$ cat src/hdl/matrix_inverse_adjugate_defines.svh
// assertion macros used by the matrix inverse rtl
`ifndef MATRIX_INVERSE_ADJUGATE_DEFINES_SVH
`define MATRIX_INVERSE_ADJUGATE_DEFINES_SVH

// same-cycle implication, sampled on i_clk, off during reset
`define MIA_ASSERT_IMPL(lbl, ante, cons, msg) \
    lbl: assert property (@(posedge i_clk) disable iff (!i_rst_n) (ante) |-> (cons)) \
        else $error(msg);

// next-cycle implication, sampled on i_clk, off during reset
`define MIA_ASSERT_NEXT(lbl, ante, cons, msg) \
    lbl: assert property (@(posedge i_clk) disable iff (!i_rst_n) (ante) |=> (cons)) \
        else $error(msg);

`endif

$ cat src/hdl/mia_pkg.sv
// shared types and constants of the matrix inverse block
`default_nettype none
package mia_pkg;

    // parameter defaults
    localparam int MAX_DIM_DEF   = 4;
    localparam int FRAC_BITS_DEF = 16;

    // field widths
    localparam int ELEM_W = 8;
    localparam int SIZE_W = 3;
    localparam int IDX_W  = 2;
    localparam int INV_W  = 58;
    localparam int DET_W  = 51;
    localparam int WORK_W = 64;
    // row and column counters cover dimensions up to seven
    localparam int DIM_W  = 3;

    localparam logic [SIZE_W-1:0] SIZE_RST = SIZE_W'(4);
    localparam logic [SIZE_W-1:0] SIZE_MIN = SIZE_W'(2);

    typedef enum logic [2:0] {
        T_LOAD,
        T_CALC,
        T_SING,
        T_RD,
        T_LATCH,
        T_DIV,
        T_EMIT
    } t_top_state;

    typedef enum logic [2:0] {
        E_IDLE,
        E_SEED,
        E_SCAN,
        E_READ,
        E_MUL,
        E_ACC,
        E_WRITE
    } t_eng_state;

    // control from the sequencer to the minor engine
    typedef struct packed {
        logic             start;
        logic [DIM_W-1:0] n;
        logic [DIM_W-1:0] rd_row;
        logic [DIM_W-1:0] rd_col;
    } t_eng_ctrl;

    // status from the minor engine
    typedef struct packed {
        logic busy;
        logic done;
    } t_eng_stat;

endpackage
`default_nettype wire

$ cat src/hdl/mia_div.sv
// signed restoring divider, one quotient bit per cycle, truncates toward zero
`default_nettype none
module mia_div #(
    parameter int FRAC_BITS = mia_pkg::FRAC_BITS_DEF
) (
    input  wire logic                                i_clk,
    input  wire logic                                i_rst_n,
    input  wire logic                                i_start,
    input  wire logic signed [mia_pkg::WORK_W-1:0]   i_num,
    input  wire logic signed [mia_pkg::WORK_W-1:0]   i_den,
    output logic                                     o_done,
    output logic signed [mia_pkg::INV_W-1:0]         o_quot
);
    import mia_pkg::*;

    localparam int NW  = WORK_W + FRAC_BITS;
    localparam int NCW = $clog2(NW + 1);

    logic              r_busy;
    logic [NCW-1:0]    r_cnt;
    logic [WORK_W:0]   r_rem;
    logic [NW-1:0]     r_quo;
    logic [WORK_W-1:0] r_den;
    logic              r_neg;
    logic              r_done;
    logic signed [INV_W-1:0] r_quot;

    logic [WORK_W-1:0] num_mag;
    logic [WORK_W-1:0] den_mag;
    logic [WORK_W:0]   rem_sh;
    logic [WORK_W:0]   diff;
    logic [NW-1:0]     quo_next;
    logic [NW-1:0]     quo_signed;

    // operand magnitudes and one restoring step
    always_comb begin
        num_mag    = i_num[WORK_W-1] ? WORK_W'(-i_num) : WORK_W'(i_num);
        den_mag    = i_den[WORK_W-1] ? WORK_W'(-i_den) : WORK_W'(i_den);
        rem_sh     = {r_rem[WORK_W-1:0], r_quo[NW-1]};
        diff       = rem_sh - {1'b0, r_den};
        quo_next   = {r_quo[NW-2:0], ~diff[WORK_W]};
        quo_signed = r_neg ? -quo_next : quo_next;
    end

    // control
    always_ff @(posedge i_clk) begin
        if (!i_rst_n) begin
            r_busy <= 1'b0;
            r_done <= 1'b0;
            r_cnt  <= '0;
        end else begin
            r_done <= 1'b0;
            if (i_start && !r_busy) begin
                r_busy <= 1'b1;
                r_cnt  <= '0;
            end else if (r_busy) begin
                r_cnt <= r_cnt + NCW'(1);
                if (r_cnt == NCW'(NW - 1)) begin
                    r_busy <= 1'b0;
                    r_done <= 1'b1;
                end
            end
        end
    end

    // datapath
    always_ff @(posedge i_clk) begin
        if (i_start && !r_busy) begin
            r_rem <= '0;
            r_quo <= {num_mag, {FRAC_BITS{1'b0}}};
            r_den <= den_mag;
            r_neg <= i_num[WORK_W-1] ^ i_den[WORK_W-1];
        end else if (r_busy) begin
            r_rem <= diff[WORK_W] ? rem_sh : diff;
            r_quo <= quo_next;
            if (r_cnt == NCW'(NW - 1)) begin
                r_quot <= quo_signed[INV_W-1:0];
            end
        end
    end

    assign o_done = r_done;
    assign o_quot = r_quot;

endmodule
`default_nettype wire
$ cat config.mk
export PLATFORM = sky130hd
export DESIGN_NAME = mia_div
export DESIGN_NICKNAME = d
export VERILOG_FILES = /design/src/hdl/matrix_inverse_adjugate_defines.svh /design/src/hdl/mia_pkg.sv /design/src/hdl/mia_div.sv
export SDC_FILE = /design/constraint.sdc
export NUM_CORES = 1
export LEC_CHECK = 0
export BUFFER_PORTS_ARGS = -buffer_cell sky130_fd_sc_hd__clkbuf_2
export CAP_MARGIN = 10
export CORE_ASPECT_RATIO = 1.25
export CORE_MARGIN = 4
export CORE_UTILIZATION = 40
export DETAILED_ROUTE_END_ITERATION = 8
export PLACE_DENSITY_LB_ADDON = 0.08
export SLEW_MARGIN = 0
export SYNTH_ARGS = -nofsm -noshare
export SYNTH_HDL_FRONTEND = slang
export SYNTH_SLANG_ARGS = --single-unit
$ cat constraint.sdc
create_clock -name i_clk -period 7.5 [get_ports i_clk]
set_input_delay 0.75 -clock i_clk [delete_from_list [all_inputs] [get_ports i_clk]]
set_output_delay 0.75 -clock i_clk [all_outputs]
set_load 0.005 [all_outputs]
==> out/results.txt, run 1 <==
hold slack - 432 ps
max cap viols - 0
critical path arrival - 6020 ps
number of cells in the design after placement - 2,587
Ys Warns - 0
vias per cell - 5.46
WS Path Type - flip-flop to flip-flop
synth top area cells - edfxtp_1 32%, dfxtp_1 10%, xnor2_1 8.1%
final cell count without fillers - 2,643
required time worst endpoint - 7800 ps
DIE HEIGHT - 242 µm
post-synth top area share - 32.0%
detailed-route via count - 14,400
syn nets - 2,109
Setup Buffers After CTS - 0
H-tree depth - 1
reg2reg setup slack - 1780 ps
Critical Path Start Type - flip-flop
number of flops mapped to enable cells by yosys - 187
DRC errors left - 0
WL final - 46.8 mm
Worst IR Drop VDD - 0.156 mV
Tmin final - 5720 ps
setup slack after placement - 1770 ps
Final Power - 5.61 mW
hold bufs inserted after CTS - 0
Syn Inst Count - 1,909
drt wl/cell - 17.7 µm
remaining global-route overflow - 0
Async SR Flop Fraction - 0%
register area share after synthesis - 42.2%
first-pass GRT wire length - 74.8 mm
Die ar. - 47,300 µm²
Nets - 2,253
First-pass DRT Iterations - 5
most common cell in the netlist - nand2_1
Die Width - 195 µm
DR iter-0 viols - 909
Detail Route Antenna Nets - 0
global-route usage over all layers - 19.0%
worst-path fanout max - 7
outcome - finished clean
Worst-Skew Late Latency - 560 ps
CTS buffer count - 29
count of different cell masters after synthesis - 70
Fin. Hold Viols - 0
CTS tree - yes
post-synth top area cell - edfxtp_1
Critical Path End Type - flip-flop
Most used DFF post-synth - edfxtp_1
post-DP HPWL - 34.5 mm
RePlAce Congestion - 0.855
pwr/cell area - 283 nW/µm²
RSZ-0062 raised after global routing - false
TNS Setup - 0 ps
Clock transition at path regs - 60 ps
Root Buffer - clkbuf_16
Core Area - 43,200 µm²
fmax - 175 MHz
vias in the first global route - 14,200
worst setup margin - 1780 ps
Slew Limit Fails - 0
pin count of the biggest net entering global routing - 70
Final Cycle Share - 76.3%
Synth Area per Inst - 9.19 µm²
clk buf depth - 3
Layout area overhead - 13.2%
final setup violation count - 0
Post-synth top cells - 253 x nand2_1, 222 x o21ai_0, 187 x edfxtp_1
share of cells above drive strength 1 - 13.3%
Starting Density - 40.6%
Post-Syn Area - 17,500 µm²
post-CTS sizing - 0
number of top-level pins - 190
Clock Skews - 11.1 ps
Sink Count - 276
Row Count - 85
Port Buffers - 189
initial antenna violation count - 2
Static Leak - 7.61 nW
slew margin rel. - 39.2%
worst slew pin tran - 904 ps
HP Class - primary input to flip-flop
#FFs+latches synth - 276
## layer usage
layer | up-vias | track usage [%] | part of all wire [%] | wire length, µm
met2 | 265 | 34.2 | 50 | 23400
met1 | 6851 | 24.0 | 44 | 20400
met4 | 2 | 4.60 | 2.1 | 991
met3 | 58 | 2.57 | 4.4 | 2080
met5 | - | 0 | 0.028 | 13
li1 | 7247 | - | - | -
## critical path, stage by stage (launching register included)
cell and delay, ps:
edfxtp_1 360, inv_1 80, ha_1 180, fa_1 210, nor2b_1 80, o2111ai_1 300, a311oi_1 200, o311ai_0 710
a21oi_1 180, or2_2 330, a211o_2 410, clkinv_1 100, ha_1 160, nand2b_1 120, nand2b_1 320, nor3_1 270
nand4_1 260, or2_2 390, or3_1 400, o31ai_1 290, xnor2_1 100
## report_power, final
group | total, mW | switching (mW) | internal (mW)
Clock | 1.39 | 0.598 | 0.794
Sequential | 2.01 | 0.145 | 1.87
Combinational | 2.21 | 1.33 | 0.883
Total | 5.61 | 2.07 | 3.54
## logic make-up after synthesis
family / count (synthesis) / share of synthesized area [%]
xor+xnor: 238 / 11.9
mux: 38 / 2.18
simple gates: 553 / 15.2
flops: 276 / 42.2
buf+inv: 186 / 4.11
fa+ha+maj: 69 / 4.96
compound gates: 549 / 19.5
## metrics by stage
stage          util [%]  instance area (µm²)
5_1_grt            46.0                19900
6_report           46.0                19900
3_3_place_gp       43.9                19000
4_1_cts            46.0                19900
2_1_floorplan         -                17500
3_5_place_dp       43.9                19000
## layout make-up
| type | instances | area (µm²) |
|---|---|---|
| clock inverter | 15 | 118 |
| fill | 4257 | 23300 |
| inverter | 98 | 368 |
| antenna | 3 | 7.51 |
| sequential | 276 | 7400 |
| tap | 565 | 707 |
| multi-input combinational | 1447 | 9450 |
| timing repair buffer | 201 | 1040 |
| clock buffer | 38 | 779 |
## cells in the final DEF, fill, tap and decap left out, drive strengths merged, types with 68 or more instances in the layout
cell type,Yosys,routed
ha,68,68
clkbuf,76,227
a21oi,91,91
xnor2,162,162
nand2,253,253
o31ai,68,68
xor2,76,76
dfxtp,89,89
o21ai,222,222
inv,96,95
edfxtp,187,187
nor2,73,73
## state kept, by name, indices dropped and copies added (netlist names)
name / count
r_den: 64
o_quot: 58
r_busy: 1
r_neg: 1
o_done: 1
r_quo: 80
r_cnt: 7
r_rem: 64
## final timing paths
path,startpoint,endpoint,cells past startpoint
setup reg to reg,r_quo[79],o_quot[52],20
hold / removal,i_den[0],r_den[0],1
setup / recovery,r_quo[79],o_quot[52],20
hold reg to reg,r_rem[24],r_rem[24],2
(Power assumes the default switching activity.)
==> run 2: changes to the inputs <==
Clock period 7.5 ns to 4.7 ns, I/O delays scaled along.
==> run 2 against run 1 <==
Compared with the run above:
- power up 75%
- final cell count up 7.0%
- register-to-register slack worse by 1800 ps
- clock skew up 11 ps
- largest cell class unchanged
==> out/results.txt, run 2 (synthesis gave the netlist of run 1 again) <==
Critical Path End Type - flip-flop
CTS buffer count - 31 (+6.9%)
vias per cell - 5.37 (-1.6%)
WL final - 48.3 mm (+3.1%)
worst slew pin tran - 1180 ps (+276 ps)
pin count of the biggest net entering global routing - 70 (unchanged)
Port Buffers - 189 (unchanged)
Row Count - 85 (unchanged)
worst-path fanout max - 5 (-2)
clk buf depth - 3 (unchanged)
initial antenna violation count - 1 (-1)
number of top-level pins - 190 (unchanged)
Core Area - 43,200 µm² (unchanged)
Critical Path Start Type - flip-flop
Clock Skews - 22.5 ps (+11.5 ps)
DIE HEIGHT - 242 µm (unchanged)
Root Buffer - clkbuf_16
Die ar. - 47,300 µm² (unchanged)
outcome - finished clean
register with the most flip-flops - r_quo
Tmin final - 4690 ps (-1030 ps)
commonest non-fill, non-tap cell in the layout - nand2_1
Hold Path Sink - r_cnt[0]
reg2reg end - o_quot[52]
Final Cycle Share - 99.7% (+23 points)
detailed-route via count - 15,200 (+5.3%)
reg-to-reg critical path startpoint - r_den[0]
antenna cells - 0 (-3)
final cell count without fillers - 2,828 (+7.0%)
drt wl/cell - 17.1 µm (-3.7%)
Worst IR Drop VDD - 0.366 mV (+130%)
required time worst endpoint - 5010 ps (-2790 ps)
Static Leak - 8.58 nW (+13%)
Detail Route Antenna Nets - 0 (unchanged)
reg2reg setup slack - 10 ps (-1770 ps)
most frequent cells in the layout - 253 x nand2_1, 220 x o21ai_0, 195 x buf_4
Sink Count - 276 (unchanged)
fmax - 213 MHz (+22%)
pwr/cell area - 457 nW/µm² (+62%)
H-tree depth - 1 (unchanged)
Worst-Skew Late Latency - 580 ps (+20 ps)
Hold Crit Depth - 2 (+1)
Layout area overhead - 22.6%
Layout fillers - 4,200 (-1.3%)
RePlAce Congestion - 0.873 (+2.1%)
share of cells above drive strength 1 - 21.3% (+8.0 points)
Fin. Hold Viols - 0 (unchanged)
critical path arrival - 5000 ps (-1020 ps)
Slew Limit Fails - 0 (unchanged)
hold slack - 180 ps (-252 ps)
First-pass DRT Iterations - 5 (unchanged)
Largest register FFs - 80 (unchanged)
Slowest-stage cell, CP - or3_4
Worst Reg-to-Reg Cells - 21 (+5.0%)
slew margin rel. - 21.4% (-18 points)
DR iter-0 viols - 676 (-26%)
remaining global-route overflow - 0 (unchanged)
Final Power - 9.83 mW (+75%)
Util after Layout - 49.8% (+3.8 points)
HP Class - primary input to flip-flop
Nets - 2,439 (+8.3%)
global-route usage over all layers - 19.8% (+0.84 points)
CTS tree - yes
hold_sp - i_rst_n
DRC errors left - 0 (unchanged)
hold bufs inserted after CTS - 0 (unchanged)
Starting Density - 40.6% (unchanged)
RSZ-0062 raised after global routing - true
Die Width - 195 µm (unchanged)
vias in the first global route - 15,100 (+6.9%)
post-DP HPWL - 36.4 mm (+5.6%)
max cap viols - 0 (unchanged)
WS Path Type - flip-flop to flip-flop
number of cells in the design after placement - 2,768 (+7.0%)
first-pass GRT wire length - 78.7 mm (+5.1%)
Clock transition at path regs - 60 ps (about the same)
final setup violation count - 0 (unchanged)
CP cell instances - ha_4 > fa_2 > nor2b_2 > o2111ai_2 > a311oi_2 > o311ai_1 > buf_4 > a21oi_4 > nor3_2 > a211o_2 > inv_4 > ha_4 > nand2b_4 > nand2b_4 > nor3_4 > nand4_1 > buf_4 > or2_4 > or3_4 > o31ai_4 > xnor2_1
Regs by FF count - r_quo: 80 flops, r_den: 64 flops, r_rem: 64 flops
Max stage delay on crit path - 430 ps (-280 ps)
run 2: cell count changes in the layout (fill, tap and decap cells not counted), moves of 4 or more:
cell,previous run,this run
clkbuf_16,29,33
clkinv_1,9,3
clkbuf_1,7,11
buf_4,12,195
run 2: through the flow:
step / TNS, ps / cell area (µm²) / setup WS [ps]
6_report: 0 / 21500 / 12.9
4_1_cts: 0 / 21400 / 13.8
3_5_place_dp: -2650 / 20400 / -315
3_3_place_gp: -1870 / 20400 / -259
5_1_grt: -679 / 21500 / -220
2_1_floorplan: -75.8 / 17600 / -37.9
run 2: where the power goes:
group          internal (mW)  total (mW)  switching, mW  leakage [nW]
registers               2.98        3.21          0.231          2.55
clock network           1.42        2.42          0.995         0.493
logic                   1.92        4.20           2.29          5.54
total                   6.32        9.83           3.51          8.58
run 2: timing repair:
item | CTS | global route
gates resized for setup | 9 | 17
pin swaps | 2 | 12
buffers inserted | 0 | 3
endpoints found under the setup margin | 7 | 7
gates cloned | 0 | 0
run 2: worst max-delay path by stage:
stage / start / end / slack (ps) / cells after the start
final: r_den[0] / o_quot[52] / 10 / 21
after global routing: r_den[0] / o_quot[52] / -220 / 21
after CTS: r_den[17] / o_quot[52] / 10 / 22
after detailed placement: r_quo[79] / o_quot[52] / -310 / 22
after global placement: r_quo[79] / o_quot[50] / -260 / 22
after floorplan: r_den[49] / o_quot[50] / -40 / 21
run 2: critical path: cells and delay by family (launching register included):
kind / cells / cell delay (ps)
flip-flops: 1 / 420
XOR/XNOR: 1 / 100
buffers and inverters: 3 / 430
AND/OR/NAND/NOR: 8 / 1300
AO/OA/AOI/OAI: 6 / 1420
adder cells (fa/ha/maj): 3 / 740
run 2: final cells by class:
type,instances,area [µm²],share of cell area [%]
Multi-Input combinational cell,1447,9600,44.6
Sequential cell,276,7400,34.4
Timing Repair Buffer,385,2430,11.3
Clock buffer,46,895,4.16
Tap cell,565,707,3.29
Inverter,98,370,1.72
Clock inverter,11,118,0.547
run 2: metal layers:
layer | global-route usage, % | part of all wire, % | wire length, µm
met1 | 25.3 | 43 | 20900
met2 | 36.0 | 51 | 24600
met3 | 2.14 | 3.9 | 1860
met4 | 4.44 | 2.0 | 975
met5 | 0 | 0.027 | 13
