--- config.mk ---
export PLATFORM = sky130hd
export DESIGN_NAME = mia_minor
export DESIGN_NICKNAME = d
export VERILOG_FILES = /design/src/hdl/matrix_inverse_adjugate_defines.svh /design/src/hdl/mia_pkg.sv /design/src/hdl/mia_minor.sv
export SDC_FILE = /design/constraint.sdc
export NUM_CORES = 2
export LEC_CHECK = 0
export BUFFER_PORTS_ARGS = -buffer_cell sky130_fd_sc_hd__buf_2
export CAP_MARGIN = 5
export CORE_AREA = 2 2 512 514
export DETAILED_ROUTE_END_ITERATION = 8
export DIE_AREA = 0 0 514 516
export PLACE_DENSITY = 0.71
export SYNTH_ARGS = -nofsm -noshare
export SYNTH_HDL_FRONTEND = slang
export SYNTH_SLANG_ARGS = --single-unit
--- constraint.sdc ---
create_clock -name i_clk -period 7 [get_ports i_clk]
set_input_delay 0.7 -clock i_clk [delete_from_list [all_inputs] [get_ports i_clk]]
set_output_delay 0.7 -clock i_clk [all_outputs]
set_load 0.005 [all_outputs]
--- src/hdl/matrix_inverse_adjugate_defines.svh ---
// assertion macros used by the matrix inverse rtl
`ifndef MATRIX_INVERSE_ADJUGATE_DEFINES_SVH
`define MATRIX_INVERSE_ADJUGATE_DEFINES_SVH

// same-cycle implication, sampled on i_clk, off during reset
`define MIA_ASSERT_IMPL(lbl, ante, cons, msg) \
    lbl: assert property (@(posedge i_clk) disable iff (!i_rst_n) (ante) |-> (cons)) \
        else $error(msg);

// next-cycle implication, sampled on i_clk, off during reset
`define MIA_ASSERT_NEXT(lbl, ante, cons, msg) \
    lbl: assert property (@(posedge i_clk) disable iff (!i_rst_n) (ante) |=> (cons)) \
        else $error(msg);

`endif

--- src/hdl/mia_pkg.sv ---
// shared types and constants of the matrix inverse block
`default_nettype none
package mia_pkg;

    // parameter defaults
    localparam int MAX_DIM_DEF   = 4;
    localparam int FRAC_BITS_DEF = 16;

    // field widths
    localparam int ELEM_W = 8;
    localparam int SIZE_W = 3;
    localparam int IDX_W  = 2;
    localparam int INV_W  = 58;
    localparam int DET_W  = 51;
    localparam int WORK_W = 64;
    // row and column counters cover dimensions up to seven
    localparam int DIM_W  = 3;

    localparam logic [SIZE_W-1:0] SIZE_RST = SIZE_W'(4);
    localparam logic [SIZE_W-1:0] SIZE_MIN = SIZE_W'(2);

    typedef enum logic [2:0] {
        T_LOAD,
        T_CALC,
        T_SING,
        T_RD,
        T_LATCH,
        T_DIV,
        T_EMIT
    } t_top_state;

    typedef enum logic [2:0] {
        E_IDLE,
        E_SEED,
        E_SCAN,
        E_READ,
        E_MUL,
        E_ACC,
        E_WRITE
    } t_eng_state;

    // control from the sequencer to the minor engine
    typedef struct packed {
        logic             start;
        logic [DIM_W-1:0] n;
        logic [DIM_W-1:0] rd_row;
        logic [DIM_W-1:0] rd_col;
    } t_eng_ctrl;

    // status from the minor engine
    typedef struct packed {
        logic busy;
        logic done;
    } t_eng_stat;

endpackage
`default_nettype wire

--- src/hdl/mia_minor.sv ---
// minor engine: element memory, minor table memory and the cofactor sweep
`default_nettype none
module mia_minor #(
    parameter int MAX_DIM = mia_pkg::MAX_DIM_DEF
) (
    input  wire logic                                  i_clk,
    input  wire logic                                  i_rst_n,
    input  wire mia_pkg::t_eng_ctrl                    i_ctrl,
    input  wire logic                                  i_mat_we,
    input  wire logic [$clog2(MAX_DIM*MAX_DIM)-1:0]    i_mat_addr,
    input  wire logic signed [mia_pkg::ELEM_W-1:0]     i_mat_data,
    output mia_pkg::t_eng_stat                         o_stat,
    output logic signed [mia_pkg::WORK_W-1:0]          o_det,
    output logic signed [mia_pkg::WORK_W-1:0]          o_cof
);
    import mia_pkg::*;

    localparam int NSUB     = 1 << MAX_DIM;
    localparam int MDEPTH   = MAX_DIM * MAX_DIM;
    localparam int MAW      = $clog2(MDEPTH);
    localparam int TDEPTH   = NSUB + MDEPTH;
    localparam int TAW      = $clog2(TDEPTH);
    localparam int CW       = $clog2(MAX_DIM);

    // memories
    logic signed [ELEM_W-1:0] r_mat [MDEPTH];
    logic signed [WORK_W-1:0] r_tab [TDEPTH];
    logic signed [ELEM_W-1:0] r_mat_q;
    logic signed [WORK_W-1:0] r_tab_q;

    t_eng_state               r_state, n_state;
    logic [DIM_W-1:0]         r_pass, n_pass;
    logic [DIM_W-1:0]         r_level, n_level;
    logic                     r_det_lvl, n_det_lvl;
    logic [MAX_DIM-1:0]       r_sub, n_sub;
    logic [CW-1:0]            r_col, n_col;
    logic signed [WORK_W-1:0] r_acc, n_acc;
    logic signed [WORK_W-1:0] r_prod;
    logic                     r_neg;
    logic signed [WORK_W-1:0] r_det, n_det;
    logic                     r_done, n_done;

    logic [MAX_DIM-1:0]       full_mask;
    logic [DIM_W-1:0]         pop_sub;
    logic [DIM_W-1:0]         pop_low;
    logic [DIM_W-1:0]         miss_col;
    logic                     sub_ok;
    logic                     final_lvl;
    logic                     col_last;
    logic                     term_neg;
    logic [DIM_W-1:0]         row_sel;
    logic [5:0]               mat_lin;
    logic [MAW-1:0]           mat_raddr;
    logic [TAW-1:0]           tab_raddr;
    logic                     tab_we;
    logic [TAW-1:0]           tab_waddr;
    logic signed [WORK_W-1:0] tab_wdata;
    logic                     cof_neg;

    // subset bookkeeping: population counts and the missing column
    always_comb begin
        full_mask = ~({MAX_DIM{1'b1}} << i_ctrl.n);
        pop_sub   = '0;
        pop_low   = '0;
        miss_col  = '0;
        for (int b = 0; b < MAX_DIM; b++) begin
            if (r_sub[b]) begin
                pop_sub = pop_sub + DIM_W'(1);
            end
            if (r_sub[b] && (CW'(b) < r_col)) begin
                pop_low = pop_low + DIM_W'(1);
            end
            if (!r_sub[b] && (DIM_W'(b) < i_ctrl.n)) begin
                miss_col = DIM_W'(b);
            end
        end
    end

    // which subset and row the current level works on
    always_comb begin
        final_lvl = !r_det_lvl && (r_level == i_ctrl.n - DIM_W'(1));
        col_last  = (r_col == CW'(MAX_DIM - 1));
        if (r_det_lvl) begin
            sub_ok  = (r_sub == full_mask);
            row_sel = '0;
        end else begin
            sub_ok  = ((r_sub & ~full_mask) == '0) && (pop_sub == r_level);
            row_sel = ((r_level - DIM_W'(1)) < r_pass) ? (r_level - DIM_W'(1)) : r_level;
        end
        term_neg  = r_det_lvl ? 1'b0 : (r_level[0] ^ 1'b1 ^ pop_low[0]);
        mat_lin   = 6'(row_sel * i_ctrl.n) + 6'(r_col);
        mat_raddr = mat_lin[MAW-1:0];
        if (r_state == E_IDLE) begin
            tab_raddr = TAW'(NSUB + int'(i_ctrl.rd_row) * MAX_DIM + int'(i_ctrl.rd_col));
        end else if (r_det_lvl) begin
            tab_raddr = TAW'(NSUB + int'(r_col));
        end else begin
            tab_raddr = TAW'(r_sub & ~(MAX_DIM'(1) << r_col));
        end
    end

    // write port of the minor table
    always_comb begin
        cof_neg   = r_pass[0] ^ miss_col[0];
        tab_we    = 1'b0;
        tab_waddr = '0;
        tab_wdata = r_acc;
        if (r_state == E_SEED) begin
            tab_we    = 1'b1;
            tab_wdata = WORK_W'(1);
        end else if (r_state == E_WRITE && !r_det_lvl) begin
            tab_we = 1'b1;
            if (final_lvl) begin
                tab_waddr = TAW'(NSUB + int'(r_pass) * MAX_DIM + int'(miss_col));
                tab_wdata = cof_neg ? -r_acc : r_acc;
            end else begin
                tab_waddr = TAW'(r_sub);
            end
        end
    end

    // element memory
    always_ff @(posedge i_clk) begin
        if (i_mat_we) begin
            r_mat[i_mat_addr] <= i_mat_data;
        end
        r_mat_q <= r_mat[mat_raddr];
    end

    // minor table memory
    always_ff @(posedge i_clk) begin
        if (tab_we) begin
            r_tab[tab_waddr] <= tab_wdata;
        end
        r_tab_q <= r_tab[tab_raddr];
    end

    // product register
    always_ff @(posedge i_clk) begin
        if (r_state == E_MUL) begin
            r_prod <= WORK_W'(r_mat_q * r_tab_q);
            r_neg  <= term_neg;
        end
    end

    // sequencer next state
    always_comb begin
        n_state   = r_state;
        n_pass    = r_pass;
        n_level   = r_level;
        n_det_lvl = r_det_lvl;
        n_sub     = r_sub;
        n_col     = r_col;
        n_acc     = r_acc;
        n_det     = r_det;
        n_done    = 1'b0;
        unique case (r_state)
            E_IDLE: begin
                if (i_ctrl.start) begin
                    n_state = E_SEED;
                end
            end
            E_SEED: begin
                n_pass    = '0;
                n_level   = DIM_W'(1);
                n_det_lvl = 1'b0;
                n_sub     = '0;
                n_state   = E_SCAN;
            end
            E_SCAN: begin
                if (sub_ok) begin
                    n_acc   = '0;
                    n_col   = '0;
                    n_state = E_READ;
                end else begin
                    n_sub = r_sub + MAX_DIM'(1);
                    if (r_sub == {MAX_DIM{1'b1}}) begin
                        if (final_lvl) begin
                            if (r_pass == i_ctrl.n - DIM_W'(1)) begin
                                n_det_lvl = 1'b1;
                            end else begin
                                n_pass  = r_pass + DIM_W'(1);
                                n_level = DIM_W'(1);
                            end
                        end else begin
                            n_level = r_level + DIM_W'(1);
                        end
                    end
                end
            end
            E_READ: begin
                if (r_sub[r_col]) begin
                    n_state = E_MUL;
                end else if (col_last) begin
                    n_state = E_WRITE;
                end else begin
                    n_col = r_col + CW'(1);
                end
            end
            E_MUL: begin
                n_state = E_ACC;
            end
            E_ACC: begin
                n_acc = r_neg ? (r_acc - r_prod) : (r_acc + r_prod);
                if (col_last) begin
                    n_state = E_WRITE;
                end else begin
                    n_col   = r_col + CW'(1);
                    n_state = E_READ;
                end
            end
            E_WRITE: begin
                if (r_det_lvl) begin
                    n_det   = r_acc;
                    n_done  = 1'b1;
                    n_state = E_IDLE;
                end else begin
                    n_state = E_SCAN;
                    n_sub   = r_sub + MAX_DIM'(1);
                    if (r_sub == {MAX_DIM{1'b1}}) begin
                        if (final_lvl) begin
                            if (r_pass == i_ctrl.n - DIM_W'(1)) begin
                                n_det_lvl = 1'b1;
                            end else begin
                                n_pass  = r_pass + DIM_W'(1);
                                n_level = DIM_W'(1);
                            end
                        end else begin
                            n_level = r_level + DIM_W'(1);
                        end
                    end
                end
            end
            default: n_state = E_IDLE;
        endcase
    end

    // sequencer registers
    always_ff @(posedge i_clk) begin
        if (!i_rst_n) begin
            r_state <= E_IDLE;
            r_done  <= 1'b0;
            r_det   <= '0;
        end else begin
            r_state <= n_state;
            r_done  <= n_done;
            r_det   <= n_det;
        end
        r_pass    <= n_pass;
        r_level   <= n_level;
        r_det_lvl <= n_det_lvl;
        r_sub     <= n_sub;
        r_col     <= n_col;
        r_acc     <= n_acc;
    end

    assign o_stat.busy = (r_state != E_IDLE);
    assign o_stat.done = r_done;
    assign o_det       = r_det;
    assign o_cof       = r_tab_q;

endmodule
`default_nettype wire

==> metrics.md <==
| Metric | Value |
|---|---|
| Status | `complete, no violations` |
| First-pass GRT wire length | `between 400 and 500 mm` |
| R2R cell count | `18` |
| Reg-to-Reg Start | `r_mat_q[2]` |
| Routed WL | `318 mm` |
| Post-synth ARST share | `0%` |
| Synth top area share | `59.9%` |
| Largest net degree at the start of global routing | `94` |
| Hpwl dp | `195 mm` |
| All-Layer GR Usage | `23.7%` |
| GPL Wtd Cong | `0.956` |
| Max-cap check violation count | `0` |
| Width of the die | `514 microns` |
| CP endpoint kind | `flop` |
| Detail Route Antenna Nets | `0` |
| Vias post-DR | `69182` |
| Synth unique cells | `92` |
| Port Buffer Count | `154` |
| Fmax | `approximately 150 MHz` |
| Worst path required time | `7.63 ns` |
| Die area | `265000 sq um` |
| Fraction of synthesized area in multiplexers | `10.9%` |
| Via-per-instance ratio | `5.92` |
| Final Cell Area | `130000 sq um` |
| FP Rows | `187` |
| DR iter-0 viols | `between 8000 and 9000` |
| Worst setup SP type | `flop` |
| CP dominant cell by count | `fa_1` |
| Hold EP | `r_mat[9][2]` |
| Area contributors post-synth | `edfxtp_1 60%, mux4_2 11%, fa_1 6.1%` |
| Dpl ws | `roughly 0.47 ns` |
| Yosys warning total | `0` |
| FF-to-FF End | `r_prod[58]` |
| DP Area | `122000 sq um` |
| Num ports | `155` |
| Min Hold Slack | `roughly 0.2 ns` |
| NumNets Final | `8650` |
| Worst Hold Depth | `1` |
| Final WS setup | `0.428 ns` |
| Average cell area after synthesis | `14.8 sq um` |
| Max FO, Critical Path | `35` |
| Slew HR | `5.06%` |
| DRC viols | `0` |
| Core area | `~260000 sq um` |
| Vias in the first global route | `68699` |
| Clock-pin slew on the worst setup and hold paths | `0.06 ns` |
| Setup bufs post-CTS | `0` |
| Routed wire per std cell | `between 20 and 30 microns` |
| Clock buffer depth | `3` |
| Largest family of logic cells by synthesized area | `multiplexers` |
| Seq/Total Area, Yosys | `62.3%` |
| Final worst path period share | `93.9%` |
| Layout area overhead | `11.8%` |
| Total clock buffers created by CTS | `around 220` |
| Netlist Area Pre-Place | `116000 sq um` |
| Critical-path top delay cell | `dfxtp_2` |
| Crit path kind | `reg -> reg` |
| Min-delay worst type | `in -> reg` |
| H-tree levels | `4` |
| Num Clock Sinks | `2458` |
| Synth Area in Compound Gates | `roughly 4%` |
| Crit path DAT | `7.20 ns` |
| Slew @ Worst Pin | `about 1.4 ns` |
| Initial Util | `44.8%` |
| CTS tree | `yes` |
| Layout cells sized above 1 | `16.9%` |
| Final setup violation count | `0` |
| Post-Synth XOR/XNOR Area | `between 1.5 and 2%` |
| Final-report hold violation count | `0` |
| Simple-gate share of the synthesized area | `9.46%` |
| Clk_lat worst skew | `0.92 ns` |
| Setup TNS | `0 ns` |
| Syn Nets | `8450` |
| Cell Chain, Critical Path | `and2_1 > fa_1 > fa_1 > fa_1 > inv_1 > fa_1 > inv_1 > ha_1 > a21o_1 > a21oi_1 > a21oi_1 > o41ai_2 > o21ai_1 > a2111oi_1 > buf_4 > nor2_1 > a2111o_1 > and3_1` |
| EDFF count, synth | `2318` |
| Largest stage delay, worst path | `approximately 0.73 ns` |
| Root buffer cell | `clkbuf_16` |
| Syn Inst Count | `7854` |
| Synth Flop Type | `edfxtp_1` |
| Grt ovf | `0` |
| Adder-Cell Fraction of Synth Area | `8.42%` |
| Area leader, netlist | `edfxtp_1` |
| Seq cells post-synth | `around 2500` |
| Post-Route Skew | `~0.06 ns` |
| Final Critical Period | `6.57 ns` |
| RSZ-0062 raised after global routing | `false` |
| Die Y-Extent | `approximately 520 microns` |
| Min-delay src | `i_mat_data[2]` |
| Initial antenna violation count | `22` |
| Drt first pass iters | `6` |
| Fin. max-slew vios | `0` |
| Reg2Reg Setup Slack | `roughly 0.43 ns` |
==> critical path, delay by kind of cell (launching register included) <==
kind / cells / cell delay, ns
simple gates: 3 / 0.45
fa+ha+maj: 5 / 2.30
flops: 1 / 0.73
compound gates: 7 / 2.46
buf+inv: 3 / 0.32
==> metal layers <==
metal / vias to the layer above / global-route usage [%] / part of all wire [%]
li1: 29284 / - / -
met1: 35676 / 31.6 / 39
met2: 3647 / 39.0 / 48
met3: 573 / 4.30 / 9.5
met4: 2 / 8.72 / 3.7
met5: - / 0 / 0.0041
==> state kept, by name, indices dropped and copies added (netlist names) <==
name       cells
r_tab       2048
r_pass         3
r_mat_q        8
r_done         1
r_det_lvl      1
o_det         64
r_col          2
o_cof         64
r_sub          4
r_level        3
r_acc         64
r_neg          1
r_mat        128
r_prod        64
r_state        3
==> cell usage after synthesis, drive strengths merged, types with 101 or more instances <==
cell    count
edfxtp   2318
nand2     929
mux4      545
inv       530
and2      395
nor2      369
nand3     367
fa        352
clkbuf    245
ha        219
a21oi     215
o21ai     178
xnor2     158
dfxtp     140
buf       137
xor2      101
==> layout by cell type (no fill, tap or decap), drive strengths merged, types with 27 or more instances in the layout <==
master / count
nor3: 70
xor2: 101
mux4: 545
a21o: 65
ha: 219
inv: 548
a21boi: 73
buf: 357
diode: 37
nand4: 33
fa: 352
o31ai: 29
o21a: 27
xnor2: 158
dfxtp: 140
and2: 395
clkbuf: 281
nand3: 367
a21oi: 215
edfxtp: 2318
o21ai: 178
nor2: 369
nand2: 929
clkinv: 84
mux2i: 36
or3: 27
==> kinds of logic (layout without fill, tap and decap cells) <==
logic type      Yosys count  after routing
flops                  2458           2458
other cells               0             37
fa+ha+maj               571            571
simple gates           2343           2343
xor+xnor                259            259
buf+inv                 913           1302
mux                     583            583
compound gates          727            727
==> final cells by class <==
type,instances,area (sq um)
fill,21100,129000
sequential,2458,72400
multi-input combinational,4483,40800
clock buffer,280,6000
tap,3402,4260
timing repair buffer,358,2880
inverter,530,1990
clock inverter,134,1520
antenna,37,92.6
==> how the worst max path moves through the flow <==
stage               start          to  cells past startpoint
2_1_floorplan  r_state[2]       r_neg                      3
4_1_cts        r_mat_q[2]  r_prod[58]                     18
3_3_place_gp   r_mat_q[2]  r_prod[58]                     19
6_report       r_mat_q[2]  r_prod[58]                     18
3_5_place_dp   r_mat_q[2]  r_prod[58]                     18
5_1_grt        r_mat_q[2]  r_prod[58]                     19
==> metrics by stage <==
stage | instances | util [%]
2_1_floorplan | 7854 | -
3_3_place_gp | 11226 | 47.2
3_5_place_dp | 11228 | 47.2
4_1_cts | 11642 | 50.1
5_1_grt | 11681 | 50.1
6_report | 11682 | 50.1
==> repair_timing <==
action / 4_1_cts / 5_1_grt
endpoints found under the setup margin: 0 / 1
resized for setup: 0 / 1
hold buffers: 0 / 0
Power is left out: the tool's default activity adds up to more than one toggle a clock period on the data nets, which glitch-free logic cannot reach.
